File: src/rtl/core/lis_pkg.sv
// Shared constants for the launcher interlock sequencer.
// Depends on nothing; used by the top level and its checker.
`default_nettype none

package lis_pkg;

  // Default position width of the axis fields.
  localparam int POSITION_BITS_DEFAULT = 16;

  // Deadband register width and its value after reset.
  localparam int DEADBAND_BITS = 10;
  localparam logic [DEADBAND_BITS-1:0] DEADBAND_RESET = 10'd10;

  // Mode codes.
  localparam int MODE_BITS = 3;
  localparam logic [MODE_BITS-1:0] MODE_IDLE       = 3'd0;
  localparam logic [MODE_BITS-1:0] MODE_ARMED      = 3'd1;
  localparam logic [MODE_BITS-1:0] MODE_AIMING     = 3'd2;
  localparam logic [MODE_BITS-1:0] MODE_DRAWING    = 3'd3;
  localparam logic [MODE_BITS-1:0] MODE_DRAWN      = 3'd4;
  localparam logic [MODE_BITS-1:0] MODE_RETRACTING = 3'd5;
  localparam logic [MODE_BITS-1:0] MODE_FIRING     = 3'd6;
  localparam logic [MODE_BITS-1:0] MODE_FIRED      = 3'd7;

  // Result bus width and field positions.
  localparam int OUT_W         = 8;
  localparam int OUT_MOVING    = 3;
  localparam int OUT_DRAW      = 4;
  localparam int OUT_RETRACT   = 5;
  localparam int OUT_FIRE      = 6;

endpackage

`default_nettype wire

File: src/rtl/core/launcher_interlock_sequencer.sv
// Launcher interlock sequencer: eight-state aim, draw, fire and retract control.
// Depends on lis_pkg for mode codes, field positions and reset constants.
//
// Path: an accepted input transaction goes through the input register, then the
// state update and result register.
// Throughput: one transaction per cycle while the result is not stalled; the state update is the loop.
// Reset (rst, synchronous): mode idle, motion flag and request latches clear,
// deadband back to 10, both pipeline stages empty.
`default_nettype none

module launcher_interlock_sequencer #(
  parameter int POSITION_BITS = lis_pkg::POSITION_BITS_DEFAULT,
  localparam int IN_W = ((4 * POSITION_BITS + 8 + 7) / 8) * 8
) (
  input  wire logic                            clk,
  input  wire logic                            rst,
  // Deadband register write.
  input  wire logic                            cfg_we,
  input  wire logic [lis_pkg::DEADBAND_BITS-1:0] cfg_wdata,
  // Tick input. tdata from bit 0: arming_chain, front_clear, rear_clear,
  // moving_write, moving_value, x_position, y_position, x_target, y_target,
  // draw_request, retract_request, fire_request, zero fill.
  input  wire logic                            s_tvalid,
  output logic                                 s_tready,
  input  wire logic [IN_W-1:0]                 s_tdata,
  // Result. tdata from bit 0: mode (3), moving, draw_pending,
  // retract_pending, fire_pending, zero fill.
  output logic                                 m_tvalid,
  input  wire logic                            m_tready,
  output logic [lis_pkg::OUT_W-1:0]            m_tdata
);

  localparam int P  = POSITION_BITS;
  localparam int CW = POSITION_BITS + 12;

  // Field offsets within the input word.
  localparam int XP_LSB  = 5;
  localparam int YP_LSB  = 5 + P;
  localparam int XT_LSB  = 5 + 2 * P;
  localparam int YT_LSB  = 5 + 3 * P;
  localparam int DRQ_BIT = 5 + 4 * P;
  localparam int RRQ_BIT = 6 + 4 * P;
  localparam int FRQ_BIT = 7 + 4 * P;

  logic [lis_pkg::DEADBAND_BITS-1:0] deadband;
  logic                              in_valid;
  logic [IN_W-1:0]                   in_data;
  logic                              advance;

  logic [lis_pkg::MODE_BITS-1:0] mode;
  logic [lis_pkg::MODE_BITS-1:0] mode_next;
  logic moving, moving_next;
  logic draw_latch, draw_latch_next;
  logic retract_latch, retract_latch_next;
  logic fire_latch, fire_latch_next;

  logic chain, fclear, rclear;
  logic moving_w, none_pending;
  logic signed [P-1:0]  x_pos, y_pos, x_tgt, y_tgt;
  logic signed [CW-1:0] x_diff, y_diff, dband;
  logic off_target;

  // Configuration register.
  always_ff @(posedge clk) begin
    if (rst) begin
      deadband <= lis_pkg::DEADBAND_RESET;
    end else if (cfg_we) begin
      deadband <= cfg_wdata;
    end
  end

  // Handshake: the input stage moves on whenever the result register is free
  // or being emptied this cycle.
  assign advance  = in_valid && (!m_tvalid || m_tready);
  assign s_tready = !in_valid || advance;

  // Input register.
  always_ff @(posedge clk) begin
    if (rst) begin
      in_valid <= 1'b0;
    end else if (s_tready) begin
      in_valid <= s_tvalid;
    end
  end

  always_ff @(posedge clk) begin
    if (s_tready && s_tvalid) begin
      in_data <= s_tdata;
    end
  end

  // Field extraction.
  assign chain  = in_data[0];
  assign fclear = in_data[1];
  assign rclear = in_data[2];
  assign x_pos  = signed'(in_data[XP_LSB +: P]);
  assign y_pos  = signed'(in_data[YP_LSB +: P]);
  assign x_tgt  = signed'(in_data[XT_LSB +: P]);
  assign y_tgt  = signed'(in_data[YT_LSB +: P]);

  // Off-target test on sign-extended differences, wide enough never to overflow.
  assign x_diff = CW'(x_pos) - CW'(x_tgt);
  assign y_diff = CW'(y_pos) - CW'(y_tgt);
  assign dband  = signed'(CW'(deadband));
  assign off_target = (x_diff > dband) || (x_diff < -dband) ||
                      (y_diff > dband) || (y_diff < -dband);

  // Motion write, then request latching with draw over retract over fire.
  assign moving_w     = in_data[3] ? in_data[4] : moving;
  assign none_pending = !draw_latch && !retract_latch && !fire_latch;

  // One transition of the sequencer per tick.
  always_comb begin
    mode_next          = mode;
    moving_next        = moving_w;
    draw_latch_next    = draw_latch || (none_pending && in_data[DRQ_BIT]);
    retract_latch_next = retract_latch ||
                         (none_pending && !in_data[DRQ_BIT] && in_data[RRQ_BIT]);
    fire_latch_next    = fire_latch ||
                         (none_pending && !in_data[DRQ_BIT] && !in_data[RRQ_BIT] &&
                          in_data[FRQ_BIT]);
    unique case (mode)
      lis_pkg::MODE_IDLE: begin
        if (chain) begin
          mode_next = lis_pkg::MODE_ARMED;
        end else if (!moving_w && off_target) begin
          moving_next = 1'b1;
          mode_next   = lis_pkg::MODE_AIMING;
        end
      end
      lis_pkg::MODE_ARMED: begin
        if (!chain) begin
          mode_next = lis_pkg::MODE_IDLE;
        end else if (!moving_w && off_target) begin
          moving_next = 1'b1;
          mode_next   = lis_pkg::MODE_AIMING;
        end else if (!fclear && rclear && draw_latch_next) begin
          draw_latch_next = 1'b0;
          moving_next     = 1'b1;
          mode_next       = lis_pkg::MODE_DRAWING;
        end
      end
      lis_pkg::MODE_AIMING: begin
        if (!moving_w) begin
          mode_next = lis_pkg::MODE_IDLE;
        end
      end
      lis_pkg::MODE_DRAWING: begin
        if (!fclear && !rclear && !moving_w) begin
          mode_next = lis_pkg::MODE_DRAWN;
        end
      end
      lis_pkg::MODE_DRAWN: begin
        if (chain && retract_latch_next) begin
          moving_next        = 1'b1;
          retract_latch_next = 1'b0;
          mode_next          = lis_pkg::MODE_RETRACTING;
        end else if (chain && !rclear && !fclear && fire_latch_next) begin
          fire_latch_next = 1'b0;
          mode_next       = lis_pkg::MODE_FIRING;
        end
      end
      lis_pkg::MODE_RETRACTING: begin
        if (!moving_w && rclear) begin
          mode_next = lis_pkg::MODE_ARMED;
        end
      end
      lis_pkg::MODE_FIRING: begin
        if (rclear && fclear) begin
          mode_next = lis_pkg::MODE_FIRED;
        end
      end
      lis_pkg::MODE_FIRED: begin
        moving_next = 1'b1;
        mode_next   = lis_pkg::MODE_RETRACTING;
      end
      default: begin
        mode_next = mode;
      end
    endcase
  end

  // Sequencer state, updated once per tick.
  always_ff @(posedge clk) begin
    if (rst) begin
      mode          <= lis_pkg::MODE_IDLE;
      moving        <= 1'b0;
      draw_latch    <= 1'b0;
      retract_latch <= 1'b0;
      fire_latch    <= 1'b0;
    end else if (advance) begin
      mode          <= mode_next;
      moving        <= moving_next;
      draw_latch    <= draw_latch_next;
      retract_latch <= retract_latch_next;
      fire_latch    <= fire_latch_next;
    end
  end

  // Result register.
  always_ff @(posedge clk) begin
    if (rst) begin
      m_tvalid <= 1'b0;
    end else if (advance) begin
      m_tvalid <= 1'b1;
    end else if (m_tready) begin
      m_tvalid <= 1'b0;
    end
  end

  always_ff @(posedge clk) begin
    if (advance) begin
      m_tdata <= {1'b0, fire_latch_next, retract_latch_next, draw_latch_next,
                  moving_next, mode_next};
    end
  end

endmodule

`default_nettype wire

File: config.mk
export PLATFORM = sky130hd
export DESIGN_NAME = launcher_interlock_sequencer
export DESIGN_NICKNAME = d
export VERILOG_FILES = /design/src/rtl/core/lis_pkg.sv /design/src/rtl/core/launcher_interlock_sequencer.sv
export SDC_FILE = /design/constraint.sdc
export NUM_CORES = 1
export LEC_CHECK = 0
export ABC_AREA = 1
export BUFFER_PORTS_ARGS = -buffer_cell sky130_fd_sc_hd__buf_2
export CAP_MARGIN = 20
export CORE_UTILIZATION = 53
export DETAILED_ROUTE_END_ITERATION = 10
export GPL_TIMING_DRIVEN = 0
export PLACE_DENSITY = 0.77
export SYNTH_ARGS = -nofsm -noshare
export SYNTH_HDL_FRONTEND = slang
export SYNTH_SLANG_ARGS = --single-unit
export TNS_END_PERCENT = 5
File: constraint.sdc
create_clock -name clk -period 3.65 [get_ports clk]
set_input_delay 0.73 -clock clk [delete_from_list [all_inputs] [get_ports clk]]
set_output_delay 0.73 -clock clk [all_outputs]
set_load 0.03 [all_outputs]
==> metrics <==
area of the die 14300 sq um; Max-Slew Margin vs Limit between 40 and 50%; setup TNS -0.0184 ns; cell-internal power roughly 0.0021 W; max-cap violation count 0; outcome finished with violations; via count of the first global-routing pass about 5900; EDFF count, synth approximately 80; hold slack final ~0.53 ns; Overflow after GRT 0; critical path launch point type register; switching component of the power 0.00106 W; worst min path class register to register; Net Sw Frac between 30 and 40%; die boundary height between 100 and 150 microns; final wirelength roughly 15000 microns; nature of the critical path endpoint register; die outline width between 100 and 150 microns; total of hold buffers inserted after clock tree synthesis 0; worst ir drop on vdd about 0.00023 V; crit-path most repeated cell sky130_fd_sc_hd__nand2_1; cell depth of the worst flop-to-flop path 27; Post-synth top flop sky130_fd_sc_hd__edfxtp_1; post-synth net total 1097; destination of the critical timing path m_tdata[0]; maximum operating frequency around 0.27 GHz; setup slack at placement -0.388 ns; part of the cycle the worst path needs 100%; Total Nets Final around 1200; core box area about 13000 sq um; final number of setup-violating endpoints 3; leakage component of the power 4.34 nW; Syn. warnings 0; Port-buffer cells 94; Final Total Pwr between 0.003 and 0.004 W; kind of critical path register to register; per-cell routed wire length approximately 13 microns; Initial Utilization ~55%; largest net degree at the start of global routing between 70 and 80; share of the synthesized area in the top cell type roughly a third; fraction of power consumed by the clock network 26.9%; distinct cell type count of the synthesized netlist 43; slowest library cell on the worst path sky130_fd_sc_hd__ha_1; minimum period implied by the final worst setup slack ~3.7 ns; worst setup slack after layout -0.00785 ns; buffer levels on the longest clock path 2; Yosys top cell by area sky130_fd_sc_hd__edfxtp_1; Fin Clk Skew between 0.005 and 0.006 ns; clk_lat worst skew around 0.35 ns; number of clock buffers inserted by TritonCTS 9; violations in the final reports setup timing; number of clock sinks seen by CTS a little under 100; Flop pwr share 41.1%; DRC violations left 0; initial antenna violation count 2; most instantiated library cell after synthesis sky130_fd_sc_hd__nand2_1; unrepaired setup endpoints after global routing true; first-pass GRT wire length roughly 26000 microns; top cells by count, synth 220 x sky130_fd_sc_hd__nand2_1, 165 x sky130_fd_sc_hd__inv_1, 101 x sky130_fd_sc_hd__ha_1, 79 x sky130_fd_sc_hd__edfxtp_1, 66 x sky130_fd_sc_hd__a21oi_1; layout overhead on the synthesized area 17.6%; drt via density roughly 5.2; clock tree from TritonCTS done; final design utilization 64.7%; starting DRC count in detailed routing around 330; number of flip-flops and latches in the synthesized netlist between 90 and 100; max-slew violation count 0; Core Rows 42; number of filler cells placed in the layout around 1200; combinational cell fraction of total power 32.0%; Slew @ Worst Pin about 0.84 ns; total power divided by cell area 372 nW/um^2; top post-synthesis cells by area sky130_fd_sc_hd__edfxtp_1 32%, sky130_fd_sc_hd__ha_1 17%, sky130_fd_sc_hd__nand2_1 11%; launch instance of the worst register-to-register path in_data[23]; Detail Placement HPWL roughly 12000 microns; startpoint of the worst setup timing path in_data[23]; drt pass-1 iters 6; Cells after Synth 907; count of nets left with antenna violations after detail routing 0; gpl congestion 0.972; num ports just under 100; crit path DAT 3.77 ns; post-synthesis average cell area about 8.1 sq um; vias after detailed routing around 6200; hold violation count in the final report 0; Max H-tree Level 3; capture instance of the worst register-to-register path m_tdata[0]; data required time at the worst endpoint 3.76 ns; stage delay of the slowest cell on the critical path between 0.4 and 0.5 ns; CTS root buffer sky130_fd_sc_hd__clkbuf_16; clock-pin slew on the worst setup and hold paths roughly 0.06 ns; worst-path fanout max 9; fraction of final layout cells with drive strength greater than 1 about a fifth; GRT Total Usage between 20% and 30%; proportion of synthesized chip area in sequential cells about 38%; share of async-settable or async-resettable flops after synthesis 0%; Post-Synthesis Cell Area about 7300 sq um; worst-case register-to-register setup slack -0.008 ns
## worst min-delay path by stage
| stage | depth (start not counted) | endpoint | startpoint |
|---|---|---|---|
| 2_1_floorplan | 2 | fire_latch | fire_latch |
| 3_3_place_gp | 2 | retract_latch | retract_latch |
| 3_5_place_dp | 2 | m_tvalid | m_tvalid |
| 4_1_cts | 2 | m_tvalid | m_tvalid |
| 5_1_grt | 1 | in_data[0] | s_tdata[0] |
| 6_report | 2 | m_tvalid | m_tvalid |
## cell type report
cell class / instances / area [sq um] / share of cell area (%)
diodes: 1 / 2.50 / 0.0290
plain buffers: 5 / 30.0 / 0.348
clock buffers: 14 / 244 / 2.83
clock inverters: 2 / 15.0 / 0.174
inverters: 171 / 649 / 7.53
multi-input cells: 633 / 4190 / 48.5
flip-flops and latches: 98 / 2750 / 31.9
well taps: 176 / 220 / 2.55
repair buffers: 102 / 531 / 6.15
## repair_timing
item / 4_1_cts / 5_1_grt
setup endpoints to repair: 8 / 8
buffers inserted: 4 / 4
resized for setup: 37 / 25
pin swaps: 12 / 20
## flip-flops by register name, summed over array words and instances, names as in the netlist
signal,count
deadband,10
draw_latch,1
fire_latch,1
in_data,72
in_valid,1
m_tdata,7
m_tvalid,1
mode,3
moving,1
retract_latch,1
## critical path: cells and delay by family, from the launching register on
family | cells | cell delay (ns)
buffers and inverters | 2 | 0.11
DFF | 1 | 0.37
xor gates and xnor gates | 1 | 0.18
adders and majority gates | 2 | 0.70
and+or+nand+nor | 22 | 2.04
## placed cells by master (no fill, tap or decap), types with 3 or more instances in the layout
cell type	netlist	final
sky130_fd_sc_hd__a211oi_1	3	3
sky130_fd_sc_hd__a21o_1	3	3
sky130_fd_sc_hd__a21oi_1	66	64
sky130_fd_sc_hd__a21oi_2	3	5
sky130_fd_sc_hd__a31oi_1	5	5
sky130_fd_sc_hd__buf_2	0	94
sky130_fd_sc_hd__buf_4	1	9
sky130_fd_sc_hd__clkbuf_1	3	8
sky130_fd_sc_hd__clkbuf_16	0	9
sky130_fd_sc_hd__dfxtp_1	19	19
sky130_fd_sc_hd__edfxtp_1	79	79
sky130_fd_sc_hd__ha_1	101	92
sky130_fd_sc_hd__ha_4	0	7
sky130_fd_sc_hd__inv_1	165	160
sky130_fd_sc_hd__inv_2	6	9
sky130_fd_sc_hd__nand2_1	220	204
sky130_fd_sc_hd__nand2_2	10	24
sky130_fd_sc_hd__nand3_1	41	33
sky130_fd_sc_hd__nand3_2	4	11
sky130_fd_sc_hd__nand4_1	17	17
sky130_fd_sc_hd__nor2_1	47	43
sky130_fd_sc_hd__nor2_2	8	12
sky130_fd_sc_hd__nor3_1	23	17
sky130_fd_sc_hd__nor3_2	1	5
sky130_fd_sc_hd__o21ai_0	27	27
sky130_fd_sc_hd__o21bai_1	4	4
sky130_fd_sc_hd__xnor2_1	8	8
sky130_fd_sc_hd__xor2_1	17	15
## power groups by stage
stage	clock network (W)	registers (W)	logic [W]
final	0.000863	0.00132	0.00103
after global routing	0.000921	0.00133	0.00118
after CTS	0.000876	0.00132	0.000979
after detailed placement	0	0.00134	0.000932
after global placement	0	0.00134	0.000905
after floorplan	0	0.00135	0.000700
## metrics by stage
stage	std cells	cell area, sq um
2_1_floorplan	907	7340
3_3_place_gp	1177	8030
3_5_place_dp	1177	8030
4_1_cts	1197	8500
5_1_grt	1201	8630
6_report	1202	8630
## metal layers
metal,up-vias,routed length [microns],global-route usage [%]
li1,3239,-,-
met1,2812,7030,29.3
met2,150,7190,37.2
met3,15,973,5.28
met4,2,177,6.48
met5,-,11,0
## cell families after synthesis
| logic type | synth area share, % |
|---|---|
| flip-flops | 37.5 |
| adder cells (fa/ha/maj) | 17.8 |
| buffers and inverters | 9.16 |
| AND/OR/NAND/NOR | 23.1 |
| other | 0.0511 |
| AO/OA/AOI/OAI | 9.40 |
| XOR/XNOR | 2.98 |
Note: power is estimated with default switching activity, not from simulation.
